$ cat src/bcls_pkg.sv
// Shared types and constants for the button click level selector.
// No dependencies; imported by every design module of the block, not by the checker.
package bcls_pkg;

    // Register indexes on the configuration port
    localparam logic [2:0] CFG_DEBOUNCE    = 3'd0;
    localparam logic [2:0] CFG_MIN_PRESS   = 3'd1;
    localparam logic [2:0] CFG_SINGLE_WAIT = 3'd2;
    localparam logic [2:0] CFG_MULTI_GAP   = 3'd3;
    localparam logic [2:0] CFG_MAX_LEVEL   = 3'd4;

    localparam int CFG_INDEX_W = 3;
    localparam int CFG_DATA_W  = 12;
    localparam int LEVEL_W     = 4;
    localparam int COUNT_W     = 2;

    // Register values after reset
    localparam logic [7:0]  RST_DEBOUNCE    = 8'd20;
    localparam logic [9:0]  RST_MIN_PRESS   = 10'd30;
    localparam logic [11:0] RST_SINGLE_WAIT = 12'd300;
    localparam logic [11:0] RST_MULTI_GAP   = 12'd800;
    localparam logic [3:0]  RST_MAX_LEVEL   = 4'd6;

    // Click counts of interest
    localparam logic [COUNT_W-1:0] CNT_NONE   = 2'd0;
    localparam logic [COUNT_W-1:0] CNT_SINGLE = 2'd1;
    localparam logic [COUNT_W-1:0] CNT_DOUBLE = 2'd2;

    // Pin levels of the active-low down button
    localparam logic PIN_PRESSED  = 1'b0;
    localparam logic PIN_RELEASED = 1'b1;

    typedef struct packed {
        logic [7:0]  debounce_ticks;
        logic [9:0]  min_press_ticks;
        logic [11:0] single_wait_ticks;
        logic [11:0] multi_gap_ticks;
        logic [3:0]  max_level;
    } cfg_t;

    typedef struct packed {
        logic [LEVEL_W-1:0] level_out;
        logic               emergency_cmd;
        logic               down_cmd;
        logic               up_cmd;
    } result_t;

endpackage

$ cat src/bcls_cfg_regs.sv
// Configuration register file for the button click level selector.
// Depends on bcls_pkg for register indexes, reset values and cfg_t.
module bcls_cfg_regs
    import bcls_pkg::*;
(
    input  logic                   clk,
    input  logic                   rst_n,
    input  logic                   wr_en,
    input  logic [CFG_INDEX_W-1:0] wr_index,
    input  logic [CFG_DATA_W-1:0]  wr_data,
    output cfg_t                   cfg
);

    cfg_t cfg_reg;

    // Write one register per accepted word; unknown indexes are dropped.
    always_ff @(posedge clk or negedge rst_n)
    begin
        if (!rst_n)
        begin
            cfg_reg.debounce_ticks    <= RST_DEBOUNCE;
            cfg_reg.min_press_ticks   <= RST_MIN_PRESS;
            cfg_reg.single_wait_ticks <= RST_SINGLE_WAIT;
            cfg_reg.multi_gap_ticks   <= RST_MULTI_GAP;
            cfg_reg.max_level         <= RST_MAX_LEVEL;
        end
        else if (wr_en)
        begin
            case (wr_index)
                CFG_DEBOUNCE:    cfg_reg.debounce_ticks    <= wr_data[7:0];
                CFG_MIN_PRESS:   cfg_reg.min_press_ticks   <= wr_data[9:0];
                CFG_SINGLE_WAIT: cfg_reg.single_wait_ticks <= wr_data[11:0];
                CFG_MULTI_GAP:   cfg_reg.multi_gap_ticks   <= wr_data[11:0];
                CFG_MAX_LEVEL:   cfg_reg.max_level         <= wr_data[3:0];
                default:         ;
            endcase
        end
    end

    assign cfg = cfg_reg;

endmodule

$ cat src/bcls_tick_core.sv
// Per-tick state and update logic: debounce, press timing, click counting, level.
// Depends on bcls_pkg for cfg_t, result_t and constants.
module bcls_tick_core
    import bcls_pkg::*;
#(
    parameter int TIMER_BITS = 16
)
(
    input  logic    clk,
    input  logic    rst_n,
    input  logic    step,
    input  logic    raw_level,
    input  logic    up_click,
    input  cfg_t    cfg,
    output result_t result
);

    localparam logic [TIMER_BITS-1:0] TMAX = {TIMER_BITS{1'b1}};
    localparam logic [TIMER_BITS-1:0] ONE  = TIMER_BITS'(1);

    logic                  raw_prev_reg, raw_prev_next;
    logic                  stable_reg, stable_next;
    logic [TIMER_BITS-1:0] since_change_reg, since_change_next;
    logic [TIMER_BITS-1:0] press_ticks_reg, press_ticks_next;
    logic                  press_active_reg, press_active_next;
    logic                  press_used_reg, press_used_next;
    logic [TIMER_BITS-1:0] since_click_reg, since_click_next;
    logic                  click_seen_reg, click_seen_next;
    logic [COUNT_W-1:0]    click_count_reg, click_count_next;
    logic [LEVEL_W-1:0]    level_reg, level_next;
    logic                  up_cmd, down_cmd, emg_cmd;

    // Next state for one tick
    always_comb
    begin
        up_cmd   = 1'b0;
        down_cmd = 1'b0;
        emg_cmd  = 1'b0;

        press_active_next = press_active_reg;
        press_used_next   = press_used_reg;
        click_seen_next   = click_seen_reg;
        click_count_next  = click_count_reg;
        stable_next       = stable_reg;
        raw_prev_next     = raw_level;
        level_next        = level_reg;

        // Up click raises the level below the ceiling
        if (up_click && (level_reg < cfg.max_level))
        begin
            level_next = level_reg + LEVEL_W'(1);
            up_cmd     = 1'b1;
        end

        // Saturating time counters
        since_change_next = (since_change_reg == TMAX) ? TMAX : since_change_reg + ONE;
        press_ticks_next  = (press_ticks_reg == TMAX) ? TMAX : press_ticks_reg + ONE;
        since_click_next  = (since_click_reg == TMAX) ? TMAX : since_click_reg + ONE;
        if (raw_level != raw_prev_reg)
        begin
            since_change_next = '0;
        end

        // Debounced edge of the down button
        if ((since_change_next >= TIMER_BITS'(cfg.debounce_ticks)) &&
            (raw_level != stable_reg))
        begin
            stable_next = raw_level;
            if (raw_level == PIN_PRESSED)
            begin
                press_ticks_next  = '0;
                press_active_next = 1'b1;
                press_used_next   = 1'b0;
            end
            else if (press_active_reg)
            begin
                press_active_next = 1'b0;
                if ((press_ticks_next >= TIMER_BITS'(cfg.min_press_ticks)) &&
                    !press_used_reg)
                begin
                    press_used_next = 1'b1;
                    if (click_seen_reg &&
                        (since_click_next <= TIMER_BITS'(cfg.multi_gap_ticks)))
                    begin
                        click_count_next = click_count_reg + COUNT_W'(1);
                    end
                    else
                    begin
                        click_count_next = CNT_SINGLE;
                    end
                    since_click_next = '0;
                    click_seen_next  = 1'b1;
                    if (click_count_next >= CNT_DOUBLE)
                    begin
                        level_next       = '0;
                        emg_cmd          = 1'b1;
                        click_count_next = CNT_NONE;
                    end
                end
            end
        end

        // A lone click resolves once the single-click wait has passed
        if ((click_count_next == CNT_SINGLE) &&
            (since_click_next > TIMER_BITS'(cfg.single_wait_ticks)))
        begin
            if (level_next != '0)
            begin
                level_next = level_next - LEVEL_W'(1);
            end
            down_cmd         = 1'b1;
            click_count_next = CNT_NONE;
        end
    end

    // State registers advance once per tick word
    always_ff @(posedge clk or negedge rst_n)
    begin
        if (!rst_n)
        begin
            raw_prev_reg     <= PIN_RELEASED;
            stable_reg       <= PIN_RELEASED;
            since_change_reg <= '0;
            press_ticks_reg  <= '0;
            press_active_reg <= 1'b0;
            press_used_reg   <= 1'b0;
            since_click_reg  <= '0;
            click_seen_reg   <= 1'b0;
            click_count_reg  <= CNT_NONE;
            level_reg        <= '0;
        end
        else if (step)
        begin
            raw_prev_reg     <= raw_prev_next;
            stable_reg       <= stable_next;
            since_change_reg <= since_change_next;
            press_ticks_reg  <= press_ticks_next;
            press_active_reg <= press_active_next;
            press_used_reg   <= press_used_next;
            since_click_reg  <= since_click_next;
            click_seen_reg   <= click_seen_next;
            click_count_reg  <= click_count_next;
            level_reg        <= level_next;
        end
    end

    assign result.up_cmd        = up_cmd;
    assign result.down_cmd      = down_cmd;
    assign result.emergency_cmd = emg_cmd;
    assign result.level_out     = level_next;

endmodule

$ cat src/button_click_level_selector.sv
// Top level of the button click level selector: input register, tick core, result register.
// Depends on bcls_pkg, bcls_cfg_regs and bcls_tick_core.
//
// Usage: each word on the s_axis channel is one tick carrying the raw active-low
// down-button pin and an up-click pulse. For every accepted word exactly one
// result word leaves on m_axis with the up, down and emergency flags and the
// level after that tick.
// The cfg channel writes one register per word (index, data); it is always
// ready; the user must use it only while the block is idle, which it does not enforce.
// An accepted input word is held in the input register, then passes through the tick
// logic into the result register. Throughput is one word per cycle while the receiver
// does not stall; the per-tick state update is a single pass of counter increments and
// compares between those two registers.
// Reset clears the configuration to its defaults, the level to zero, the
// debouncer to released and both pipeline registers to empty.
// When the receiver stalls the result word holds; the input register still
// takes one more word if it is empty, and then s_axis_tready drops until the result is taken.
module button_click_level_selector
    import bcls_pkg::*;
#(
    parameter int TIMER_BITS = 16
)
(
    input  logic                   clk,
    input  logic                   rst_n,
    input  logic                   s_axis_tvalid,
    output logic                   s_axis_tready,
    input  logic [7:0]             s_axis_tdata,  // [0] raw_level, [1] up_click, rest zero
    output logic                   m_axis_tvalid,
    input  logic                   m_axis_tready,
    output logic [7:0]             m_axis_tdata,  // [0] up_cmd, [1] down_cmd,
                                                  // [2] emergency_cmd, [6:3] level_out
    input  logic                   cfg_valid,
    output logic                   cfg_ready,
    input  logic [CFG_INDEX_W-1:0] cfg_index,
    input  logic [CFG_DATA_W-1:0]  cfg_data
);

    cfg_t    cfg;
    result_t result;

    logic    in_valid_reg;
    logic    in_raw_reg;
    logic    in_up_reg;
    logic    out_valid_reg;
    result_t out_data_reg;
    logic    advance;
    logic    in_load;

    // Configuration registers
    assign cfg_ready = 1'b1;

    bcls_cfg_regs u_cfg
    (
        .clk      (clk),
        .rst_n    (rst_n),
        .wr_en    (cfg_valid),
        .wr_index (cfg_index),
        .wr_data  (cfg_data),
        .cfg      (cfg)
    );

    // Pipeline control: the tick moves on when the result register is free
    assign advance       = in_valid_reg && (!out_valid_reg || m_axis_tready);
    assign s_axis_tready = !in_valid_reg || advance;
    assign in_load       = s_axis_tvalid && s_axis_tready;

    // Input register
    always_ff @(posedge clk or negedge rst_n)
    begin
        if (!rst_n)
        begin
            in_valid_reg <= 1'b0;
        end
        else if (s_axis_tready)
        begin
            in_valid_reg <= s_axis_tvalid;
        end
    end

    always_ff @(posedge clk)
    begin
        if (in_load)
        begin
            in_raw_reg <= s_axis_tdata[0];
            in_up_reg  <= s_axis_tdata[1];
        end
    end

    // Tick logic and state
    bcls_tick_core #(
        .TIMER_BITS (TIMER_BITS)
    ) u_core
    (
        .clk       (clk),
        .rst_n     (rst_n),
        .step      (advance),
        .raw_level (in_raw_reg),
        .up_click  (in_up_reg),
        .cfg       (cfg),
        .result    (result)
    );

    // Result register
    always_ff @(posedge clk or negedge rst_n)
    begin
        if (!rst_n)
        begin
            out_valid_reg <= 1'b0;
        end
        else if (advance)
        begin
            out_valid_reg <= 1'b1;
        end
        else if (m_axis_tready)
        begin
            out_valid_reg <= 1'b0;
        end
    end

    always_ff @(posedge clk)
    begin
        if (advance)
        begin
            out_data_reg <= result;
        end
    end

    assign m_axis_tvalid = out_valid_reg;
    assign m_axis_tdata  = {1'b0, out_data_reg};

endmodule

$ cat config.mk
export PLATFORM = sky130hd
export DESIGN_NAME = button_click_level_selector
export DESIGN_NICKNAME = d
export VERILOG_FILES = /design/src/bcls_pkg.sv /design/src/bcls_cfg_regs.sv /design/src/bcls_tick_core.sv /design/src/button_click_level_selector.sv
export SDC_FILE = /design/constraint.sdc
export NUM_CORES = 1
export LEC_CHECK = 0
export ABC_AREA = 1
export ABC_CLOCK_PERIOD_IN_PS = 4000
export BUFFER_PORTS_ARGS = -buffer_cell sky130_fd_sc_hd__clkbuf_2
export CAP_MARGIN = 20
export CORE_ASPECT_RATIO = 0.75
export CORE_MARGIN = 3
export CORE_UTILIZATION = 56
export CTS_BUF_LIST = sky130_fd_sc_hd__clkbuf_16
export CTS_CLUSTER_SIZE = 30
export DETAILED_ROUTE_END_ITERATION = 16
export PLACE_DENSITY = 0.82
export SYNTH_ARGS = -nofsm -noshare
export SYNTH_HDL_FRONTEND = slang
export SYNTH_HIERARCHICAL = 1
export SYNTH_SLANG_ARGS = --single-unit
$ cat constraint.sdc
create_clock -name clk -period 4 [get_ports clk]
set_clock_uncertainty 0.2 [all_clocks]
set_input_delay 0.8 -clock clk [delete_from_list [all_inputs] [get_ports clk]]
set_output_delay 0.8 -clock clk [all_outputs]
set_load 0.02 [all_outputs]
**After elaboration in Yosys (flattened, before gate mapping)**

Index checks and enable logic that the tools add are counted.

- Word-level logic and storage cells: 109
- Register bits: 116
- ROM bits: 0
- Bits of input ports: 28
- Bits in latches: 0
- Memories: 0
- Output and inout bits: 11
- Memory bits (writable): 0

- Bitwise logic cells: 0
- Eq/ne operators: 12
- Multiply operators: 0
- Magnitude comparators: 6
- Divide/modulo/power cells: 0
- Shift-type cells: 0
- Reduce and logical (&&, ||, !) cells: 24
- Add/sub/neg operators: 6
- Mux-type cells: 38

Operators by type and width:

| kind | count |
|---|---|
| 16-bit two-way mux | 10 |
| 16-bit by 1-bit adder with 16-bit output, second input constant | 3 |
| 16-bit equality test, second input constant | 3 |
| 4-bit two-way mux | 8 |
| 2-bit two-way mux | 11 |
| 16-bit by 10-bit greater-or-equal comparator with 1-bit output | 1 |
| 16-bit by 8-bit greater-or-equal comparator with 1-bit output | 1 |
| 16-bit by 12-bit greater-than comparator with 1-bit output | 1 |
| 16-bit by 12-bit less-or-equal comparator with 1-bit output | 1 |
| 2-bit AND reduction | 6 |
| 1-bit two-way mux | 9 |
| 4-bit AND reduction | 2 |
| 1-bit logical AND | 7 |
| 3-bit by 2-bit equality test with 1-bit output, second input constant | 2 |
| 5-bit AND reduction | 1 |
| 4-bit by 1-bit adder with 4-bit output, second input constant | 1 |
| 4-bit < comparator | 1 |
| 2-bit by 1-bit != test with 1-bit output, second input constant | 2 |
| 4-bit nonzero test | 1 |
| 4-bit by 1-bit subtractor with 4-bit output, second input constant | 1 |
| 3-bit by 1-bit equality test with 1-bit output, second input constant | 1 |
| 3-bit equality test, second input constant | 1 |
| 1-bit logical NOT | 3 |
| 3-bit logical NOT | 1 |
| other kinds (6) | 8 |

**Longest topological paths before layout**

Gate-level depths: netlist (run 1).

- Word-level depth: 18
- Mapped depth: 41

**Cells and area by module**

Netlist (run 1), hierarchy kept.

Modules (own cells, without submodules):

| module | area an instance (µm²) | cells each | times used |
|---|---|---|---|
| bcls_tick_core | 5435.2 | 820 | 1 |
| bcls_cfg_regs | 1866.8 | 212 | 1 |
| button_click_level_selector | 387.9 | 25 | 1 |

**Least setup slack after synthesis (run 1)**

Ideal clock, no wire load.

- Path kind: register to register
- Start: reg u_core.since_change_reg[0]
- End: reg out_data_reg, in the netlist m_axis_tdata[3] (data pin)
- Path slack: -345 ps
- Library setup time: 255 ps
- Cell stages (with the launch flop): 38
- Path buffers: 2
- Data required time: 3545 ps
- Arrival time: 3891 ps
- Period minus slack after synthesis: 4345 ps
- Path through: dfrtp_1 > ha_1 > nand3_2 > nor2_1 > nand2_2 > buf_6 > nand2_1 > nand2_1 > ha_1 > inv_1 > nand2_1 > nand2_1 > nand2_1 > nand2_1 > nand2_1 > nand2_1 > nand2_1 > nand2_1 > [2 not listed] > nand3_2 > nand2_4 > nor2_8 > buf_2 > nor2_1 > ha_1 > inv_1 > nor2_1 > nor2_1 > o21ai_0 > nand2_1 > o211ai_1 > a21oi_1 > a41oi_1 > nor2_2 > nand2_2 > nand4_1 > and2_1

RTL lines:

| item | line | RTL |
|---|---|---|
| start: declaration | bcls_tick_core.sv:23 | `logic [TIMER_BITS-1:0] since_change_reg, since_change_next;` |
| start signal: assignment | bcls_tick_core.sv:136 | `since_change_reg <= since_change_next;` |
| end signal: assignment | button_click_level_selector.sv:125 | `out_data_reg <= result;` |
| end: declaration | button_click_level_selector.sv:46 | `result_t out_data_reg;` |

==> results summary, run 1 <==
The run finished, with violations left. The checks that failed: setup timing. The setup TNS after final layout is -5.34 ns. The capturing element type of the critical path is a flop. The first global-routing pass estimated about 36000 um of wire.

The register area share after synthesis is 0.386. Averaged over all synthesized cells, the footprint is a little over 7 sq um. In this run, synthesis inferred 9 flip-flops with an integrated enable. The worst register-to-register path ends at m_axis_tdata[3]. The relative slew slack is 0.334. After synthesis, the cell types taking the most area are sky130_fd_sc_hd__dfrtp_1 (29%), sky130_fd_sc_hd__nand2_1 (16%), sky130_fd_sc_hd__ha_1 (8.1%).

The detailed-route via count came out at about 7800. The worst register-to-register path has a setup slack of -0.67 ns. The number of placement rows is 36. STA puts the critical path data arrival time at 4.64 ns.

The smallest clock period supported by the final layout is computed as approximately 4.7 ns. Of the total power, combinational logic draws 0.356. The largest fanout on the critical path is 7. The critical path contains buffers and inverters numbering 2 combined. In the final layout, the share of cells above drive strength 1 is 0.222. Setup violations remaining at the end of the flow were counted as 10. Buffers inserted during clock tree synthesis total 17. The die area is ~0.015 sq mm. At the later pin of the worst-skew pair, clock insertion delay measures ~0.42 ns.

The floorplan core area is roughly 0.013 sq mm. In the finished design, the share of the clock period the worst path needs comes to 1.17. The number of storage elements in the synthesis netlist came out at about 120. The worst setup path is launched from a flop. Among all stages on the critical path, the largest delay is contributed by sky130_fd_sc_hd__dfrtp_1. The cell count of the worst reg-to-reg path is 35.

In this run the worst hold path is classified as in2async. Setup repair after global routing could not meet its margin everywhere. The number of global-route vias before repair was ~7400. The clock tree buffer depth came out at 2. The register clock-pin slew on the reported worst setup and hold paths is around 0.06 ns. The total inserted antenna cells came out at 0.

Grouping stages by cell kind, the critical path spends the most delay in simple AND/OR/NAND/NOR gates. The final core utilization came out at 0.723. The transition at the pin with the smallest max-transition slack came out at roughly 1 ns. The setup path with the least slack is of type reg2reg. The biggest area consumer among synthesized cells is sky130_fd_sc_hd__dfrtp_1. The number of antenna violations at the first check in global routing came to 0.

The internal power summed over all cells is a little over 0.003 W. For this design, the sink count on the clock tree is between 100 and 150. The number of instances in the synthesized netlist is about 1100. The worst stage delay on the critical path is ~0.36 ns. Among the stages of the critical path, the cell type that occurs most often is sky130_fd_sc_hd__nand2_1.

The most frequently used cell type in the post-synthesis netlist is sky130_fd_sc_hd__nand2_1. The total routing resource utilization after global routing came out at 0.293. In this run the top signal layer used is met4. The leakage component of the power is ~5.1 nW.

For this run, the leading register cell type out of synthesis is sky130_fd_sc_hd__dfrtp_1. The x dimension of the die is around 140 um. The number of nets with antenna violations after routing came out at 0. The net switching power came out at ~0.0017 W.

The total of max-cap violations came out at 0. The final hold slack is roughly 0.22 ns. The number of nets in the synthesized netlist is roughly 1100. The final estimated routing congestion in global placement came out at about 0.9. The final worst-path setup slack came out at -0.667 ns.

The remaining design rule violation count is 0. In the final design database the tool counted 1266 nets. The distinct cell type count after synthesis came out at 46. The number of design-rule violations left by the first detailed-router iteration is between 700 and 800. The total length of routed met2 wires is between 9000 and 10000 um. The area growth from synthesis to layout came out at 24.1%.

The total of buffers placed on input and output ports came out at 30. The final number of max-transition violations is 0. The iteration count of the initial detailed-routing pass is 6.

The count of yosys warnings during synthesis is 6. The initial utilization of the core area, before any placement, comes to 0.583. The fraction of registers with async set/reset is 0.922. The final-layout fill cell count came out at 892. The total congestion overflow came out at 0. The buffer type at the clock tree root is sky130_fd_sc_hd__clkbuf_16. After detailed routing, the number of vias per cell comes to 5.68. The detailed router put a total of around 9400 um of wire on met1. The HPWL reported at the end of detailed placement came out at around 14000 um. The critical path data required time came out at a little under 4 ns. The pin count of the biggest net entering global routing came out at 53. The total wire length is 21600 um.

The H-tree was split into 4 levels. In the synthesized netlist, the cells that appear most often are sky130_fd_sc_hd__nand2_1 (322), sky130_fd_sc_hd__inv_1 (154), sky130_fd_sc_hd__nand3_1 (95), sky130_fd_sc_hd__dfrtp_1 (90), sky130_fd_sc_hd__nor2_1 (75). The count of boundary I/O pins came out at 39. The number of flip-flops under the largest register name came out at between 40 and 50. Dividing the detail-routed wire length by the instance count gives 15.8 um.

The relative contribution of the clock network to total power is 0.319. IR analysis of the VDD net gives a maximum drop of 455 uV. The share of power burned in registers is 0.325.

The die is 107 um tall. The netlist area before placement is between 0.007 and 0.008 sq mm. For this run, the top clock speed supported by timing is between 200 and 250 MHz.

Of the total power, the share spent switching nets is 0.364. The number of endpoints with negative hold slack in the final report was 0. The startpoint identified for the worst register-to-register timing path is u_core/press_ticks_reg[1]. The met3 wire length came out at roughly 2000 um. Of the post-synthesis cell area, the dominant cell type holds 0.293. TritonCTS built the clock tree. In this run the power density over the cells is just over 500 mW/mm^2.
## cells in the final DEF (no fill, tap or decap), drive strengths merged
cell type	count
buf	112
nand4	21
inv	162
a21boi	1
conb	2
nand2	331
a21o	1
a211oi	1
o21a	1
edfxtp	9
a41oi	1
o41ai	1
o21bai	2
o211ai	4
bufinv	3
clkinvlp	4
a21oi	30
dfstp	17
o21ai	61
clkinv	6
xnor2	2
or2	2
xor2	14
dfrtp	90
nor2	93
clkbuf	46
nor3	19
o31ai	4
nand3	104
and2	3
a31oi	2
ha	50
nand3b	2
## logic make-up (layout without fill, tap and decap cells)
| family | count (synthesis) | after routing | share of synthesized area |
|---|---|---|---|
| compound gates | 109 | 109 | 0.0778 |
| xor+xnor | 16 | 16 | 0.0182 |
| fa+ha+maj | 50 | 50 | 0.0814 |
| buf+inv | 190 | 333 | 0.0988 |
| flops | 116 | 116 | 0.386 |
| other cells | 2 | 2 | 0.000977 |
| simple gates | 574 | 575 | 0.337 |
## power by group through the flow
stage | Clock [W] | Sequential, W | Combinational (W)
after floorplan | 0 | 0.00156 | 0.000949
after global placement | 0 | 0.00156 | 0.00133
after detailed placement | 0 | 0.00156 | 0.00141
after CTS | 0.00155 | 0.00155 | 0.00156
after global routing | 0.00161 | 0.00158 | 0.00188
final | 0.00153 | 0.00156 | 0.00171
## worst max-delay path by stage
stage	end	startpoint	slack, ns	depth (start not counted)
2_1_floorplan	m_axis_tdata[4]	u_core/since_change_reg[0]	-0.21	37
3_3_place_gp	m_axis_tdata[4]	u_core/press_ticks_reg[0]	-0.35	33
3_5_place_dp	m_axis_tdata[3]	u_core/since_change_reg[0]	-0.50	33
4_1_cts	m_axis_tdata[3]	u_core/press_ticks_reg[1]	-0.48	35
5_1_grt	m_axis_tdata[3]	u_core/press_ticks_reg[0]	-0.93	35
6_report	m_axis_tdata[3]	u_core/press_ticks_reg[1]	-0.67	35
## cell type report
type                    instances  area, sq um  area share
clock buffers                  17          425      0.0446
clock inverters                15          166      0.0174
inverters                     160          603      0.0632
multi-input cells             752         4180       0.438
flip-flops and latches        116         2970       0.311
well taps                     171          214      0.0224
repair buffers                141          986       0.103
## worst reg2reg max path, delay by kind of cell (launching register included)
family	cells	cell delay (ns)
AO/OA/AOI/OAI	4	0.51
AND/OR/NAND/NOR	26	2.54
flip-flops	1	0.36
adder cells (fa/ha/maj)	3	0.74
buffers and inverters	2	0.08
## metal layers
layer  up-vias  global-route usage
met4         0              0.0941
li1       3639                   -
met2       464               0.446
met5         -                   0
met3        69              0.0657
met1      3620               0.416
## stage by stage
step / power, W / worst slack (ns) / cell area (sq um) / cells
finish: 0.00481 / -0.667 / 9540 / 1372
global route: 0.00507 / -0.934 / 9540 / 1372
CTS: 0.00466 / -0.479 / 9460 / 1369
detailed placement: 0.00297 / -0.505 / 8700 / 1331
global placement: 0.00289 / -0.346 / 8700 / 1331
floorplan: 0.00251 / -0.208 / 7720 / 1057
## timing repair
| action | in CTS | in global routing |
|---|---|---|
| setup endpoints to repair | 10 | 10 |
| hold buffers | 0 | 0 |
| buffers inserted | 5 | 3 |
| cloned | 1 | 0 |
| resized for setup | 23 | 14 |
| pin swaps | 17 | 14 |
Note: power is estimated with default switching activity, not from simulation.
==> run 2, diff against run 1 <==
--- a/config.mk
+++ b/config.mk
@@ -11,11 +11,11 @@
 export CAP_MARGIN = 20
 export CORE_ASPECT_RATIO = 0.75
 export CORE_MARGIN = 3
-export CORE_UTILIZATION = 56
+export CORE_UTILIZATION = 52
 export CTS_BUF_LIST = sky130_fd_sc_hd__clkbuf_16
 export CTS_CLUSTER_SIZE = 30
 export DETAILED_ROUTE_END_ITERATION = 16
-export PLACE_DENSITY = 0.82
+export PLACE_DENSITY = 0.77
 export SYNTH_ARGS = -nofsm -noshare
 export SYNTH_HDL_FRONTEND = slang
 export SYNTH_HIERARCHICAL = 1
==> run 2 against run 1 <==
The run still ends with setup timing left; worst hold slack lost 0.00067 ns; first-iteration DRC count shrank 11%; worst setup slack gained 0.082 ns; sequential power is essentially flat; wire length shrank 3.1%; flip-flop and latch count is the same; register-to-register slack gained 0.08 ns; die area grew 7.3%; total power shrank 2.1%; via count shrank 2.6%; clock power shrank 8%; largest cell class unchanged.
==> results summary, run 2 (synthesis gave the netlist of run 1 again) <==
The first global-routing pass estimated about 34000 um of wire. Setup repair after global routing could not meet its margin everywhere. 39 I/O pins were placed. The timing-limited maximum frequency came out at 218 MHz. The final number of max-transition violations is 0. The TritonCTS buffer count is 17. After routing the design area is 0.00983 sq mm. The total wire length came out at about 21000 um. The total area inside the core boundary comes to 0.0141 sq mm. The area growth from synthesis to layout is 27.9%. The number of antenna violations at the first check in global routing is 0.

Counting tap cells, the placed design contains a total of roughly 1400 instances. The final layout contains between 1000 and 1500 nets. The cell area after placement came out at approximately 0.0088 sq mm. The power density of the placed cells came out at between 400 and 500 mW/mm^2. After detailed routing, the number of remaining DRC violations is 0. The initial utilization of the core area, before any placement, comes to 0.546. The endpoint arrival time on the critical path came out at 4.55 ns. The number of global-route vias before repair came out at a little over 7000. The transition at the pin with the smallest max-transition slack is about 0.96 ns. The library cell used most frequently in the layout, excluding fill and tap cells, is sky130_fd_sc_hd__nand2_1.

For this block, the initial DRC count from the detailed router was 699. The number of hold-repair buffers added at the cts stage is 0. The total of max-cap violations is 0.

The level count of the clock H-tree is 4. The worst setup path is launched from a flop. Routability-driven placement finished with a final weighted congestion of a little over 0.9. The die area is roughly 0.016 sq mm. The fraction of layout cells with a size suffix above 1 is 0.258. Dividing the detail-routed via count by the number of cells gives 5.38.

The cell sitting at the root of the clock tree is a sky130_fd_sc_hd__clkbuf_16. The worst ir drop on vdd is about 360 uV. CTS saw roughly 120 sinks.

The final worst-path setup slack came out at -0.585 ns. Measured along the y axis, the die boundary spans approximately 110 um. The total routing resource utilization after global routing is 0.259. The register clock-pin slew on the reported worst setup and hold paths came out at around 0.060 ns. The number of placement rows came out at 37.

The number of flip-flops under the largest register name came out at 46. TritonCTS built the clock tree. The number of failing setup endpoints in the final timing report is 10. For the worst setup path, the data required time is 3.97 ns. The shortest period the worst path allows is around 4.6 ns. The total of buffers placed on input and output ports is 30. In this run the remaining antenna-violating nets after routing total 0. The final route contains between 7000 and 8000 vias. On the critical path, the stage with the largest delay is an instance of sky130_fd_sc_hd__dfrtp_1.

The worst min-delay path class is in2async. The checks that failed: setup timing. The x dimension of the die came out at 146 um. The pin count of the biggest net entering global routing is 56. 0 antenna diodes ended up in the layout. Once detailed placement completed, the half-perimeter wirelength came to ~14000 um.

In this design, the critical path's most frequently occurring cell is sky130_fd_sc_hd__nand2_1. Summed over all layers, the global routing overflow is 0. The iteration count of the initial detailed-routing pass came out at 5.

In the layout the commonest cells are sky130_fd_sc_hd__nand2_1 (311), sky130_fd_sc_hd__inv_1 (150), sky130_fd_sc_hd__buf_4 (120). The relative slew slack came out at 0.360. The largest fanout on the critical path came out at 7. For this run, the slowest stage of the critical path takes between 0.3 and 0.4 ns. The clock tree buffer depth came out at 2. The final cycle utilization of the critical path came out at 1.15. The path type of the worst setup path is reg2reg. STA classifies the critical path endpoint as a flop. The run finished, with violations left. The detail-routed net length per standard cell is 14.9 um. The leakage component of the power came out at 5.18 nW.

The later-pin clock latency in the skew report came out at ~0.42 ns. The number of endpoints with negative hold slack in the final report is 0. The number of cells in the finished layout apart from fillers is about 1400.
run 2: cell types whose count changed in the layout (fill, tap and decap cells not counted), sizes merged:
cell and change:
buf +13, inv -2, bufinv -2, clkinv +4
run 2: path summary, 6_finish.rpt:
| path | startpoint | endpoint | slack [ns] | cells past startpoint |
|---|---|---|---|---|
| min in group clk | u_cfg/cfg[42] | u_cfg/cfg[42] | 0.26 | 2 |
| worst max-delay path | u_core/since_change_reg[0] | m_axis_tdata[4] | -0.59 | 34 |
| max in group asynchronous | rst_n | u_core/raw_prev_reg | 2.58 | 2 |
| worst min-delay path | rst_n | u_cfg/cfg[10] | 0.22 | 1 |
| worst max register to register | u_core/since_change_reg[0] | m_axis_tdata[4] | -0.59 | 34 |
| worst min register to register | u_cfg/cfg[42] | u_cfg/cfg[42] | 0.26 | 2 |
run 2: final cells by class:
| class | count | area [sq um] |
|---|---|---|
| fillers | 1068 | 4240 |
| flip-flops and latches | 116 | 2970 |
| repair buffers | 154 | 1120 |
| clock buffers | 17 | 425 |
| well taps | 195 | 244 |
| multi-input cells | 752 | 4350 |
| clock inverters | 15 | 116 |
| inverters | 160 | 603 |
run 2: repair_timing:
item                       in CTS  in global routing
cloned                          1                  0
setup buffers                   6                  6
pin swaps                      16                 13
setup endpoints to repair      10                 10
gates resized for setup        60                 18
run 2: where the power goes:
| group | switching, W | internal [W] |
|---|---|---|
| registers | 0.000141 | 0.00142 |
| logic | 0.00101 | 0.000736 |
| clock network | 0.000562 | 0.000843 |
| total | 0.00171 | 0.00300 |
run 2: stage by stage:
step / hold WS [ns] / utilization / setup slack [ns] / total power, W / setup TNS (ns)
after floorplan: 0.236 / - / -0.208 / 0.00251 / -1.15
after global placement: 0.250 / 0.627 / -0.454 / 0.00295 / -3.87
after detailed placement: 0.253 / 0.627 / -0.515 / 0.00301 / -4.58
after CTS: 0.247 / 0.689 / -0.380 / 0.00455 / -3.20
after global routing: 0.259 / 0.699 / -0.848 / 0.00501 / -7.91
final: 0.224 / 0.699 / -0.585 / 0.00471 / -5.22
run 2: worst max-delay path: cells and delay by family (launching register included):
family,cells,cell delay (ns)
compound gates,3,0.43
fa+ha+maj,3,0.76
buf+inv,2,0.20
flops,1,0.36
simple gates,26,2.37
run 2: routing by layer:
metal	GRT usage	vias up	share of wire
met5	0	-	0
met4	0.0752	0	0.020
met3	0.0658	48	0.089
met2	0.391	359	0.44
met1	0.372	3504	0.46
li1	-	3676	-
==> run 3, diff against run 2 <==
--- a/config.mk
+++ b/config.mk
@@ -5,7 +5,6 @@
 export SDC_FILE = /design/constraint.sdc
 export NUM_CORES = 1
 export LEC_CHECK = 0
-export ABC_AREA = 1
 export ABC_CLOCK_PERIOD_IN_PS = 4000
 export BUFFER_PORTS_ARGS = -buffer_cell sky130_fd_sc_hd__clkbuf_2
 export CAP_MARGIN = 20
==> run 3 against run 2 <==
The run still ends with setup timing left; critical path type unchanged; combinational power is 9% lower; first-iteration DRC count is 38% lower; worst setup slack worse by 0.98 ns; sequential power hardly changed; die area is 5.8% lower; non-clock buffer count is 26 higher; sequential share of layout area is 1.5 points higher; clock-buffer cell count is 1 higher.
==> results summary, run 3 <==
The fraction of layout cells with a size suffix above 1 came out at 0.399. The average footprint of a synthesized cell is 10.2 sq um. The proportion of netlist area held by the largest area contributor is 0.312. The relative slew slack came out at 0.399. For this design the ratio of total power to cell area is around 480 mW/mm^2.

Dividing the final minimum period by the clock period gives 1.39. The register with the most flip-flops in the layout has 46 of them. The number of sinks on the clock net is around 120.

Power comes to ~0.0045 W. The count of boundary I/O pins is 39. The leakage component of the power is between 4 and 5 nW. The number of nets in the layout came out at about 960. Entering global routing, the biggest net connects 70 pins. The first-pass GRT wire length is 31700 um. Derived from the worst setup path, the maximum achievable clock frequency is 180 MHz.

For this run, asynchronously set or reset flops after synthesis account for 0.922. The H-tree generated during clock tree synthesis spans 4 levels. The critical path data required time came out at about 4.1 ns. The via count normalized by instance count is 5.93. The HPWL reported at the end of detailed placement is around 14000 um.

Counting instances in the post-synthesis netlist gives the leading cell types as sky130_fd_sc_hd__dfrtp_1 (90), sky130_fd_sc_hd__mux2_2 (71), sky130_fd_sc_hd__inv_1 (53), sky130_fd_sc_hd__a21oi_1 (51). The flow ran to the end, but the final reports show violations. The detailed router finished its first iteration with between 400 and 500 violations. The final hold slack came out at approximately 0.30 ns.

Across the VDD grid, the largest voltage drop is ~430 uV. The worst min-delay path class is reg2reg. In this run, distinct cell masters in the synthesized netlist total 72. In the post-synthesis netlist, the cell with the most instances is sky130_fd_sc_hd__dfrtp_1. The minimum setup slack among reg-to-reg paths came out at -1.56 ns. The launching element type of the critical path is a flop.

The path type of the worst setup path is reg2reg. The commonest non-fill, non-tap cell in the layout is sky130_fd_sc_hd__buf_4. The total overflow left after global routing is 0. The clock tree buffer depth is 2. The count of yosys warnings during synthesis came out at 6. The detailed-route via count is between 6000 and 7000.

The total of buffers placed on input and output ports came out at 30. The number of global-route vias before repair came out at 6422. The x dimension of the die is 142 um. The final estimated routing congestion in global placement came out at a little under 1. TritonCTS built the clock tree. The total routing resource utilization after global routing came out at 0.262. The register area share after synthesis came out at 0.411. The final number of max-transition violations came out at 0.

In the final routed layout, each cell accounts on average for 18.6 um. The number of failing setup endpoints in the final timing report is 26. The total of max-cap violations came out at 0. The count of flip-flops with a built-in enable after synthesis is 9. The endpoint arrival time on the critical path is ~5.7 ns. Counting the buffers created by CTS gives 17.

Setup repair after global routing could not meet its margin everywhere. Summed over all instances, the cell type with the most area after synthesis is sky130_fd_sc_hd__dfrtp_1. The number of placement rows is 36. The worst path in the final design needs a cycle of roughly 5.6 ns, including I/O delays and setup. The iteration count of the initial detailed-routing pass came out at 5. The initial core utilization is 0.543. The remaining design rule violation count is 0. The mapped netlist covers around 0.0072 sq mm. The worst slack after detailed placement came out at -1.48 ns.

Relative to the synthesized area, the layout overhead comes to 29.6%. The die height is 108 um. The count of nets left with antenna violations once routing finished came out at 0. The register clock-pin slew on the reported worst setup and hold paths came out at approximately 0.050 ns.

In the synthesized netlist, the number of instances is 706. The transition at the pin with the smallest max-transition slack came out at around 0.90 ns. The total inserted antenna cells came out at 0. The final reports fail on setup timing. The final-layout fill cell count is approximately 950.

After synthesis, the cell types taking the most area are sky130_fd_sc_hd__dfrtp_1 (31%), sky130_fd_sc_hd__mux2_2 (11%), sky130_fd_sc_hd__ha_1 (8.7%). The number of endpoints with negative hold slack in the final report came out at 0. The number of storage elements in the synthesis netlist is between 100 and 150. The final worst-path setup slack came out at -1.56 ns. The capturing element type of the critical path is a flop.

Leaving out fill and tap cells, the most frequent cells in the layout are sky130_fd_sc_hd__buf_4 (147), sky130_fd_sc_hd__dfrtp_1 (90), sky130_fd_sc_hd__mux2_2 (70). The setup TNS after final layout came out at -16.13 ns. CTS placed an instance of sky130_fd_sc_hd__clkbuf_16 at the clock tree root.

In the synthesized netlist the dominant register cell turns out to be sky130_fd_sc_hd__dfrtp_1. The number of antenna violations at the first check in global routing came out at 0. The total wire length is slightly below 20000 um.

The clock reaches the later pin of the worst-skew pair after around 0.42 ns. Of all nets on the critical path, the largest fanout is 6. The floorplan step defined a die boundary enclosing 0.0153 sq mm. The region available for standard cell placement spans 0.0133 sq mm. For this design, the CTS-stage hold fixing added 0 buffers. The net count after synthesis is around 780.
run 3: changes by cell type in the layout (fill, tap and decap cells not counted), moves of 32 or more:
cell,before,now
sky130_fd_sc_hd__mux2_2,0,70
sky130_fd_sc_hd__nand3_1,89,24
sky130_fd_sc_hd__inv_1,150,56
sky130_fd_sc_hd__nor2_1,60,26
sky130_fd_sc_hd__o21ai_0,53,21
sky130_fd_sc_hd__nand2_1,311,50
run 3: layout make-up:
class	instances	area, sq um	share of cell area
multi-input combinational	509	4140	0.442
sequential	116	2970	0.317
timing repair buffer	180	1320	0.141
clock buffer	18	450	0.0481
tap	171	214	0.0229
inverter	53	199	0.0213
clock inverter	14	72.6	0.00776
run 3: metrics by stage:
stage	util	area (sq um)	instances
3_5_place_dp	0.641	8520	1012
4_1_cts	0.688	9140	1051
2_1_floorplan	-	7290	706
3_3_place_gp	0.641	8520	1012
6_report	0.704	9360	1061
5_1_grt	0.704	9360	1061
run 3: worst paths after layout:
path	to	startpoint	depth (start not counted)
worst max-delay path	u_core/level_reg[0]	u_core/since_change_reg[1]	26
worst min-delay path	u_core/stable_reg	u_core/stable_reg	2
worst max register to register	u_core/level_reg[0]	u_core/since_change_reg[1]	26
worst min register to register	u_core/stable_reg	u_core/stable_reg	2
max in group asynchronous	u_cfg/cfg[42]	rst_n	2
min in group asynchronous	u_core/press_ticks_reg[15]	rst_n	1
run 3: repair_timing:
item,in CTS,in global routing
pin swaps,8,11
gates cloned,2,0
buffers inserted,5,10
resized for setup,12,26
endpoints found under the setup margin,13,37
run 3: cell families after synthesis:
family,count (synthesis),synth area share
flops,116,0.411
mux,77,0.120
fa+ha+maj,50,0.0867
buf+inv,83,0.0487
other cells,2,0.00104
simple gates,200,0.160
compound gates,146,0.133
xor+xnor,32,0.0388
run 3: critical path, cell delays in order, from the launching register on:
cell and delay, ns:
sky130_fd_sc_hd__dfrtp_1 0.41, sky130_fd_sc_hd__buf_4 0.14, sky130_fd_sc_hd__buf_4 0.13, sky130_fd_sc_hd__and4_1 0.23, sky130_fd_sc_hd__nand2_1 0.09, sky130_fd_sc_hd__xor2_1 0.30, sky130_fd_sc_hd__a21oi_4 0.10, sky130_fd_sc_hd__ha_1 0.33
sky130_fd_sc_hd__nand2_1 0.16, sky130_fd_sc_hd__a2bb2oi_2 0.18, sky130_fd_sc_hd__o311ai_1 0.12, sky130_fd_sc_hd__a311o_1 0.42, sky130_fd_sc_hd__nor4b_4 0.22, sky130_fd_sc_hd__buf_4 0.18, sky130_fd_sc_hd__nor2b_4 0.06, sky130_fd_sc_hd__a21oi_2 0.15
sky130_fd_sc_hd__ha_1 0.26, sky130_fd_sc_hd__a21o_1 0.17, sky130_fd_sc_hd__a21o_1 0.19, sky130_fd_sc_hd__a21oi_2 0.17, sky130_fd_sc_hd__a21o_1 0.20, sky130_fd_sc_hd__a31oi_4 0.06, sky130_fd_sc_hd__o211ai_1 0.22, sky130_fd_sc_hd__mux2i_2 0.15
sky130_fd_sc_hd__xnor2_1 0.27, sky130_fd_sc_hd__o21ai_1 0.10, sky130_fd_sc_hd__a22o_1 0.22
run 3: where the power goes:
part / total, W / switching [W] / leakage (nW) / internal (W)
combinational: 0.00159 / 0.000815 / 2.86 / 0.000780
sequential: 0.00158 / 0.000149 / 1.41 / 0.00143
clock: 0.00136 / 0.000548 / 0.267 / 0.000808
total: 0.00453 / 0.00151 / 4.54 / 0.00302
run 3: per-layer routing:
layer | up-vias | routed length, um | global-route usage
li1 | 2899 | - | -
met1 | 3092 | 9040 | 0.357
met2 | 252 | 9160 | 0.411
met3 | 44 | 1150 | 0.0676
met4 | 0 | 407 | 0.0870
met5 | - | 0 | 0
